--- src/rtl/lsfps_pkg.sv ---
package lsfps_pkg;

	localparam int FPS_W = 8;
	localparam int MS_W  = 16;
	localparam int US_W  = 26;

	localparam logic [9:0]  US_PER_MS   = 10'd1000;
	localparam logic [19:0] RATIO_SCALE = 20'd1000000;

	localparam logic [23:0] FPS_SET_RST      = 24'd3940623;
	localparam logic [19:0] BRIGHT_MAX_RST   = 20'd10000;
	localparam logic [31:0] GAIN_LIMITS_RST  = 32'd268567040;
	localparam logic [31:0] LUMA_LIMITS_RST  = 32'd2621500416;
	localparam logic [15:0] LOW_RATIO_RST    = 16'd58982;
	localparam logic [47:0] CONFIRM_RST      = 48'd0;
	localparam logic [15:0] EVAL_INT_RST     = 16'd1000;
	localparam logic [15:0] MIN_SWITCH_RST   = 16'd5000;

	localparam int CFG_DATA_W = 48;
	localparam int CFG_IDX_W  = 3;

	typedef enum logic [CFG_IDX_W-1:0] {
		REG_FPS_SET        = 3'd0,
		REG_BRIGHT_MAX_EXP = 3'd1,
		REG_GAIN_LIMITS    = 3'd2,
		REG_LUMA_LIMITS    = 3'd3,
		REG_LOW_EXP_RATIO  = 3'd4,
		REG_CONFIRM_TIMES  = 3'd5,
		REG_EVAL_INTERVAL  = 3'd6,
		REG_MIN_SWITCH     = 3'd7
	} reg_idx_t;

	typedef enum logic [1:0] {
		CLASS_NORMAL = 2'd0,
		CLASS_LOW    = 2'd1,
		CLASS_BRIGHT = 2'd2
	} scene_class_t;

	typedef struct packed {
		logic [23:0] fps_set;
		logic [19:0] bright_max_exposure;
		logic [31:0] gain_limits;
		logic [31:0] luma_limits;
		logic [15:0] low_exposure_ratio;
		logic [47:0] confirm_times;
		logic [15:0] evaluate_interval;
		logic [15:0] min_switch_interval;
	} cfg_t;

	typedef struct packed {
		logic             low;
		logic             bright;
		logic [FPS_W-1:0] target;
		logic [US_W-1:0]  dwell_us;
	} grade_t;

	function automatic logic [US_W-1:0] ms_to_us(input logic [MS_W-1:0] ms);
		ms_to_us = US_W'(ms) * US_W'(US_PER_MS);
	endfunction

endpackage

--- src/rtl/light_scene_fps_selector_unit.sv ---
// Flow: an accepted tick is written into the queue; the back stage pops it and registers
// its result, which then drives the result beat. Throughput: one tick per cycle while
// result_stall stays low; the back stage updates all its timing state together.
// A two-entry queue parts the grading front from the state back, so each side stalls alone.
// tick_stall rises only when that queue is full; result_stall holds the output register.
// Reset (arst_n low, asynchronous): registers return to defaults, time and rate state
// clears to zero, the queue empties and no result is valid.
module light_scene_fps_selector_unit import lsfps_pkg::*; #(
	parameter int TIME_WIDTH = 64
) (
	input  logic                  clk,
	input  logic                  arst_n,
	input  logic                  wr_en,
	input  logic [CFG_IDX_W-1:0]  wr_index,
	input  logic [CFG_DATA_W-1:0] wr_data,
	input  logic                  tick_valid,
	output logic                  tick_stall,
	input  logic [63:0]           now_us,
	input  logic                  ae_ok,
	input  logic                  exposure_limit_hit,
	input  logic [23:0]           exposure_time,
	input  logic [15:0]           sensor_gain,
	input  logic [15:0]           luma_avg,
	output logic                  result_valid,
	input  logic                  result_stall,
	output logic [7:0]            frame_rate,
	output logic [1:0]            scene_class,
	output logic                  evaluated,
	output logic                  low_light_seen,
	output logic                  bright_seen,
	output logic                  switched
);

	localparam int QW = TIME_WIDTH + $bits(grade_t);

	cfg_t                  cfg_q;
	grade_t                grade, q_grade;
	logic                  q_full, q_valid, push, pop;
	logic [QW-1:0]         q_out;
	logic [TIME_WIDTH-1:0] q_now;

	always_ff @(posedge clk or negedge arst_n) begin
		if (!arst_n) begin
			cfg_q.fps_set             <= FPS_SET_RST;
			cfg_q.bright_max_exposure <= BRIGHT_MAX_RST;
			cfg_q.gain_limits         <= GAIN_LIMITS_RST;
			cfg_q.luma_limits         <= LUMA_LIMITS_RST;
			cfg_q.low_exposure_ratio  <= LOW_RATIO_RST;
			cfg_q.confirm_times       <= CONFIRM_RST;
			cfg_q.evaluate_interval   <= EVAL_INT_RST;
			cfg_q.min_switch_interval <= MIN_SWITCH_RST;
		end else if (wr_en) begin
			case (reg_idx_t'(wr_index))
				REG_FPS_SET:        cfg_q.fps_set             <= wr_data[23:0];
				REG_BRIGHT_MAX_EXP: cfg_q.bright_max_exposure <= wr_data[19:0];
				REG_GAIN_LIMITS:    cfg_q.gain_limits         <= wr_data[31:0];
				REG_LUMA_LIMITS:    cfg_q.luma_limits         <= wr_data[31:0];
				REG_LOW_EXP_RATIO:  cfg_q.low_exposure_ratio  <= wr_data[15:0];
				REG_CONFIRM_TIMES:  cfg_q.confirm_times       <= wr_data[47:0];
				REG_EVAL_INTERVAL:  cfg_q.evaluate_interval   <= wr_data[15:0];
				REG_MIN_SWITCH:     cfg_q.min_switch_interval <= wr_data[15:0];
				default: begin
				end
			endcase
		end
	end

	lsfps_front u_front (
		.cfg                (cfg_q),
		.ae_ok              (ae_ok),
		.exposure_limit_hit (exposure_limit_hit),
		.exposure_time      (exposure_time),
		.sensor_gain        (sensor_gain),
		.luma_avg           (luma_avg),
		.grade              (grade)
	);

	assign tick_stall = q_full;
	assign push       = tick_valid && !q_full;

	lsfps_queue #(
		.W (QW)
	) u_queue (
		.clk       (clk),
		.arst_n    (arst_n),
		.push      (push),
		.push_data ({now_us[TIME_WIDTH-1:0], grade}),
		.full      (q_full),
		.pop       (pop),
		.pop_data  (q_out),
		.not_empty (q_valid)
	);

	assign q_now   = q_out[QW-1 -: TIME_WIDTH];
	assign q_grade = grade_t'(q_out[$bits(grade_t)-1:0]);

	lsfps_back #(
		.TIME_WIDTH (TIME_WIDTH)
	) u_back (
		.clk            (clk),
		.arst_n         (arst_n),
		.cfg            (cfg_q),
		.q_valid        (q_valid),
		.q_now          (q_now),
		.q_grade        (q_grade),
		.pop            (pop),
		.result_valid   (result_valid),
		.result_stall   (result_stall),
		.frame_rate     (frame_rate),
		.scene_class    (scene_class),
		.evaluated      (evaluated),
		.low_light_seen (low_light_seen),
		.bright_seen    (bright_seen),
		.switched       (switched)
	);

endmodule

--- src/rtl/lsfps_front.sv ---
module lsfps_front import lsfps_pkg::*; (
	input  cfg_t        cfg,
	input  logic        ae_ok,
	input  logic        exposure_limit_hit,
	input  logic [23:0] exposure_time,
	input  logic [15:0] sensor_gain,
	input  logic [15:0] luma_avg,
	output grade_t      grade
);

	logic [FPS_W-1:0] low_fps, norm_fps, bright_rate, target;
	logic [31:0]      exp_fps;
	logic [47:0]      lhs;
	logic [35:0]      rhs;
	logic             near, low, bright;
	logic [MS_W-1:0]  confirm_ms;

	assign low_fps     = cfg.fps_set[7:0];
	assign norm_fps    = cfg.fps_set[15:8];
	assign bright_rate = cfg.fps_set[23:16];

	assign exp_fps = 32'(exposure_time) * 32'(norm_fps);
	assign lhs     = {exp_fps, 16'd0};
	assign rhs     = 36'(cfg.low_exposure_ratio) * 36'(RATIO_SCALE);

	assign near = exposure_limit_hit || ((exposure_time != 24'd0) && (lhs >= 48'(rhs)));

	assign low = ae_ok && (norm_fps != '0) && near &&
		(sensor_gain >= cfg.gain_limits[31:16]) && (luma_avg <= cfg.luma_limits[31:16]);

	assign bright = ae_ok && (exposure_time != 24'd0) &&
		(exposure_time <= 24'(cfg.bright_max_exposure)) &&
		(sensor_gain != 16'd0) && (sensor_gain <= cfg.gain_limits[15:0]) &&
		(luma_avg >= cfg.luma_limits[15:0]);

	always_comb begin
		if (!ae_ok) begin
			target = norm_fps;
		end else if (low) begin
			target = low_fps;
		end else if (bright) begin
			target = bright_rate;
		end else begin
			target = norm_fps;
		end
	end

	always_comb begin
		if (target == bright_rate) begin
			confirm_ms = cfg.confirm_times[15:0];
		end else if (target == low_fps) begin
			confirm_ms = cfg.confirm_times[31:16];
		end else begin
			confirm_ms = cfg.confirm_times[47:32];
		end
	end

	assign grade.low      = low;
	assign grade.bright   = bright;
	assign grade.target   = target;
	assign grade.dwell_us = ms_to_us(confirm_ms);

endmodule

--- src/rtl/lsfps_queue.sv ---
module lsfps_queue #(
	parameter int W = 8
) (
	input  logic         clk,
	input  logic         arst_n,
	input  logic         push,
	input  logic [W-1:0] push_data,
	output logic         full,
	input  logic         pop,
	output logic [W-1:0] pop_data,
	output logic         not_empty
);

	logic [W-1:0] mem_q [2];
	logic         wr_ptr_q, rd_ptr_q;
	logic [1:0]   count_q;

	assign full      = count_q == 2'd2;
	assign not_empty = count_q != 2'd0;
	assign pop_data  = mem_q[rd_ptr_q];

	always_ff @(posedge clk) begin
		if (push) begin
			mem_q[wr_ptr_q] <= push_data;
		end
	end

	always_ff @(posedge clk or negedge arst_n) begin
		if (!arst_n) begin
			wr_ptr_q <= 1'b0;
			rd_ptr_q <= 1'b0;
			count_q  <= 2'd0;
		end else begin
			if (push) begin
				wr_ptr_q <= ~wr_ptr_q;
			end
			if (pop) begin
				rd_ptr_q <= ~rd_ptr_q;
			end
			count_q <= count_q + 2'(push) - 2'(pop);
		end
	end

endmodule

--- src/rtl/lsfps_back.sv ---
module lsfps_back import lsfps_pkg::*; #(
	parameter int TIME_WIDTH = 64
) (
	input  logic                  clk,
	input  logic                  arst_n,
	input  cfg_t                  cfg,
	input  logic                  q_valid,
	input  logic [TIME_WIDTH-1:0] q_now,
	input  grade_t                q_grade,
	output logic                  pop,
	output logic                  result_valid,
	input  logic                  result_stall,
	output logic [7:0]            frame_rate,
	output logic [1:0]            scene_class,
	output logic                  evaluated,
	output logic                  low_light_seen,
	output logic                  bright_seen,
	output logic                  switched
);

	logic [TIME_WIDTH-1:0] last_eval_q, pending_since_q, last_switch_q;
	logic [FPS_W-1:0]      pending_rate_q, committed_q;
	logic                  result_valid_q;

	logic [TIME_WIDTH-1:0] eval_dt, pend_dt, switch_dt;
	logic [TIME_WIDTH-1:0] interval_us, min_us, dwell_us;
	logic                  skip, commit_ok, new_pending, do_commit, switch_ok;
	logic [FPS_W-1:0]      committed_nx, scene, target;
	scene_class_t          cls;

	logic [7:0] frame_rate_s1;
	logic [1:0] scene_class_s1;
	logic       evaluated_s1, low_s1, bright_s1, switched_s1;

	assign pop = q_valid && (!result_valid_q || !result_stall);

	assign target      = q_grade.target;
	assign interval_us = TIME_WIDTH'(ms_to_us(cfg.evaluate_interval));
	assign min_us      = TIME_WIDTH'(ms_to_us(cfg.min_switch_interval));
	assign dwell_us    = TIME_WIDTH'(q_grade.dwell_us);

	assign eval_dt   = q_now - last_eval_q;
	assign pend_dt   = q_now - pending_since_q;
	assign switch_dt = q_now - last_switch_q;

	assign skip = (last_eval_q != '0) && (eval_dt < interval_us);

	always_comb begin
		new_pending = target != pending_rate_q;
		commit_ok   = !new_pending;
		if (!new_pending && (target != committed_q)) begin
			if ((q_now >= pending_since_q) && (pend_dt < dwell_us)) begin
				commit_ok = 1'b0;
			end
		end
		switch_ok = !((last_switch_q != '0) && (q_now >= last_switch_q)) ||
			(switch_dt >= min_us);
		do_commit = !skip && commit_ok && (target != committed_q) && switch_ok;
	end

	assign committed_nx = do_commit ? target : committed_q;
	assign scene        = (committed_nx != '0) ? committed_nx : cfg.fps_set[15:8];

	always_comb begin
		if (scene == cfg.fps_set[7:0]) begin
			cls = CLASS_LOW;
		end else if (scene == cfg.fps_set[23:16]) begin
			cls = CLASS_BRIGHT;
		end else begin
			cls = CLASS_NORMAL;
		end
	end

	always_ff @(posedge clk or negedge arst_n) begin
		if (!arst_n) begin
			last_eval_q     <= '0;
			pending_since_q <= '0;
			last_switch_q   <= '0;
			pending_rate_q  <= '0;
			committed_q     <= '0;
			result_valid_q  <= 1'b0;
		end else begin
			if (pop) begin
				result_valid_q <= 1'b1;
			end else if (!result_stall) begin
				result_valid_q <= 1'b0;
			end
			if (pop && !skip) begin
				last_eval_q <= q_now;
				if (new_pending) begin
					pending_rate_q  <= target;
					pending_since_q <= q_now;
				end
				if (do_commit) begin
					committed_q   <= target;
					last_switch_q <= q_now;
				end
			end
		end
	end

	always_ff @(posedge clk) begin
		if (pop) begin
			frame_rate_s1  <= scene;
			scene_class_s1 <= cls;
			evaluated_s1   <= !skip;
			low_s1         <= !skip && q_grade.low;
			bright_s1      <= !skip && q_grade.bright;
			switched_s1    <= do_commit;
		end
	end

	assign result_valid   = result_valid_q;
	assign frame_rate     = frame_rate_s1;
	assign scene_class    = scene_class_s1;
	assign evaluated      = evaluated_s1;
	assign low_light_seen = low_s1;
	assign bright_seen    = bright_s1;
	assign switched       = switched_s1;

endmodule

--- config.mk ---
export PLATFORM = sky130hd
export DESIGN_NAME = light_scene_fps_selector_unit
export DESIGN_NICKNAME = d
export VERILOG_FILES = /design/src/rtl/lsfps_pkg.sv /design/src/rtl/light_scene_fps_selector_unit.sv /design/src/rtl/lsfps_front.sv /design/src/rtl/lsfps_queue.sv /design/src/rtl/lsfps_back.sv
export SDC_FILE = /design/constraint.sdc
export NUM_CORES = 2
export LEC_CHECK = 0
export ABC_CLOCK_PERIOD_IN_PS = 16500
export BUFFER_PORTS_ARGS = -buffer_cell sky130_fd_sc_hd__buf_2
export CORE_MARGIN = 2
export CORE_UTILIZATION = 35
export DETAILED_ROUTE_END_ITERATION = 12
export MAX_ROUTING_LAYER = met4
export PLACE_DENSITY_LB_ADDON = 0.15
export REMOVE_ABC_BUFFERS = 1
export SYNTH_ARGS = -nofsm -noshare
export SYNTH_HDL_FRONTEND = slang
export SYNTH_HIERARCHICAL = 1
export SYNTH_SLANG_ARGS = --single-unit
export TNS_END_PERCENT = 5
--- constraint.sdc ---
create_clock -name clk -period 16.5 [get_ports clk]
set_input_delay 3.3 -clock clk [delete_from_list [all_inputs] [get_ports clk]]
set_output_delay 3.3 -clock clk [all_outputs]
set_load 0.005 [all_outputs]
==> results.sh <==
export IMPL_areaGrowthSynthToFinish_pct=8.942
export IMPL_finalMaxSlewViolations=0
export IMPL_firstDrtPassIters=6
export IMPL_finalSetupViolCount=0
export IMPL_synth_edff_count=214
export IMPL_nFillCells=17740
export IMPL_fp_dieArea_mm2=0.1797
export IMPL_finalHoldViolCount=0
export IMPL_crit_path_start_kind="input port"
export IMPL_yosysSeqAreaShare=0.2742
export IMPL_status="completed"
export IMPL_gr_total_overflow=0
export IMPL_avgSynthCellArea_um2=9.655
export IMPL_ys_ff_latch=631
export IMPL_cts_tree="yes"
export IMPL_ant_nets=0
export IMPL_max_freq_mhz=66.64
export IMPL_synth_distinct_cells=138
export IMPL_grt_pass1_vias=47370
export IMPL_insertion_delay_ns=0.69
export IMPL_synthArstFlopShare=0.6609
export IMPL_critPathMaxFanout=18
export IMPL_postCtsSetupBuffers=0
export IMPL_clock_path_buffers=3
export IMPL_critical_path_class="in2reg"
export IMPL_core_mm2=0.1757
export IMPL_place_congestion=0.9326
export IMPL_setup_ws_ns=1.493
export IMPL_holdWs_ns=0.4913
export IMPL_netlist_area_leader_share=0.1496
export IMPL_fin_tns_setup_ns=0
export IMPL_worst_path_most_repeated_cell="fa_1"
export IMPL_fin_cells=8874
export IMPL_numCtsBuffers=77
export IMPL_io_pins=194
export IMPL_start_util=0.3512
export IMPL_synth_area_leaders="dfrtp_1 (15%), ha_1 (14%), fa_1 (11%), edfxtp_1 (10%), mux2_2 (6.6%)"
export IMPL_drv_cap=0
export IMPL_io_buffers=193
export IMPL_avgRoutedWirePerCell_um=20.86
export IMPL_wirelength_um=185100
export IMPL_hpwl_um=148000
export IMPL_drtIter0Drc=3037
export IMPL_hold_path_class="reg2reg"
export IMPL_synth_most_common_cell="inv_1"
export IMPL_yosys_warnings=6
export IMPL_drc_errors=0
export IMPL_grt_pass1_wl_um=288200
export IMPL_cts_resized_gates=0
export IMPL_dpl_worst_slack_ns=0.7425
export IMPL_synthTopCellsByCount="inv_1 (862), ha_1 (677), nand2_1 (521), a21oi_1 (388), dfrtp_1 (369)"
export IMPL_cts_root_buf="clkbuf_16"
export IMPL_syn_area_mm2=0.06172
export IMPL_synth_top_flop_cell="dfrtp_1"
export IMPL_cts_max_level=3
export IMPL_tightestPinTransition_ns=1.170
export IMPL_die_h_um=423.9
export IMPL_fin_crit_sh=0.9095
export IMPL_end_kind="flop"
export IMPL_skew_ns=0.02381
export IMPL_grtUsageTotal=0.2122
export IMPL_slew_headroom=0.2170
export IMPL_crit_required_ns=16.91
export IMPL_clock_sinks=631
export IMPL_final_nets=7662
export IMPL_rsz0062_at_grt="false"
export IMPL_hold_depth=2
export IMPL_antenna_found_initial=17
export IMPL_grt_max_degree=167
export IMPL_fp_dieW_um=423.9
export IMPL_drive_gt1_frac=0.1513
export IMPL_vias_per_cell=5.250
export IMPL_crit_slowest_cell="fa_1"
export IMPL_synth_top_area_cell="dfrtp_1"
export IMPL_r2r_cells=53
export IMPL_regArea_mm2=0.01693
export IMPL_finalCriticalPeriod_ns=15.01
export IMPL_placed_cells=8723
export IMPL_vias=46590
export IMPL_worstPathArrival_ns=15.42
export IMPL_synthCells=6392
export IMPL_path_clk_slew_ns=0.06
export IMPL_cpPeakStageDelay_ns=0.53
export IMPL_core_rowCount=154
export IMPL_hold_buffers=0
export IMPL_multi_input_area_mm2=0.04026
==> state kept, by name, indices dropped and copies added (netlist names), 2 cells and up <==
name                    flops
u_queue/count_q             2
cfg_q                     204
u_back/last_switch_q       64
u_queue/mem_q             200
u_back/last_eval_q         64
u_back/pending_rate_q       8
u_back/committed_q          8
u_back/scene_class          2
u_back/frame_rate           8
u_back/pending_since_q     64
==> through the flow <==
step	instance area, um2	utilization
after floorplan	60420	-
after global placement	64580	0.3675
after detailed placement	64580	0.3675
after CTS	67210	0.3825
after global routing	67230	0.3826
final	67240	0.3826
==> cells in the final DEF, fill, tap and decap left out, types with 37 or more instances in the layout <==
cell type  netlist  final
nor3_1          83     83
and2_1         121    120
a31oi_1         46     46
a21oi_1        388    388
mux2_4          95     95
dfrtp_1        369    368
nor4_1          95     95
dfstp_2         48     48
nor2_1         248    248
o21a_1          79     79
o21ai_0        296    296
clkbuf_16        0     83
edfxtp_1       214    214
buf_2           58    192
ha_1           677    677
a21o_1         105    105
o21bai_1        37     37
xnor2_1        158    158
mux2_2         361    361
nand2_1        521    520
nand3_1        107    106
nand4_1        133    133
fa_1           345    345
xor2_1         115    115
inv_1          862    862
==> worst max-delay path: cells and delay by family <==
kind | cells | cell delay, ns
fa+ha+maj | 11 | 4.95
xor+xnor | 2 | 0.23
mux | 2 | 0.73
compound gates | 20 | 3.94
simple gates | 7 | 1.55
buf+inv | 9 | 0.71
==> logic make-up after synthesis <==
family / synth area share
and+or+nand+nor: 0.1275
muxes: 0.09619
DFF: 0.2742
AOI/OAI and AO/OA: 0.1394
buffers and inverters: 0.07426
other: 0.00006076
adders and majority gates: 0.2493
xor gates and xnor gates: 0.03913
==> routing by layer <==
layer | wire length (um) | global-route usage | vias up
met5 | 0 | - | -
met4 | 5123 | 0.05771 | 0
met3 | 7654 | 0.02466 | 213
met2 | 85560 | 0.3387 | 1037
met1 | 86800 | 0.2845 | 22790
li1 | - | - | 22550
==> final timing paths <==
kind,from,to,slack (ns)
setup / recovery,exposure_time[1],u_queue/mem_q[0][24]$_DFFE_PP_,1.49
hold / removal,u_back/pending_since_q[0]$_DFFE_PN0P_,u_back/pending_since_q[0]$_DFFE_PN0P_,0.49
setup reg to reg,cfg_q[83]$_DFFE_PN0P_,u_queue/mem_q[0][24]$_DFFE_PP_,2.26
hold reg to reg,u_back/pending_since_q[0]$_DFFE_PN0P_,u_back/pending_since_q[0]$_DFFE_PN0P_,0.49
max in group asynchronous,arst_n,cfg_q[171]$_DFFE_PN0P_,12.42
min in group asynchronous,arst_n,u_back/pending_since_q[49]$_DFFE_PN0P_,2.55
==> layout make-up <==
class / count / share of cell area
inverter: 872 / 0.04876
tap: 2340 / 0.04354
antenna: 11 / 0.0004094
clock buffer: 108 / 0.03348
clock inverter: 32 / 0.005564
multi-input combinational: 4661 / 0.5987
timing repair buffer: 219 / 0.01779
sequential: 631 / 0.2517
Power is left out: the tool's default activity adds up to more than one toggle a clock period on the data nets, which glitch-free logic cannot reach.
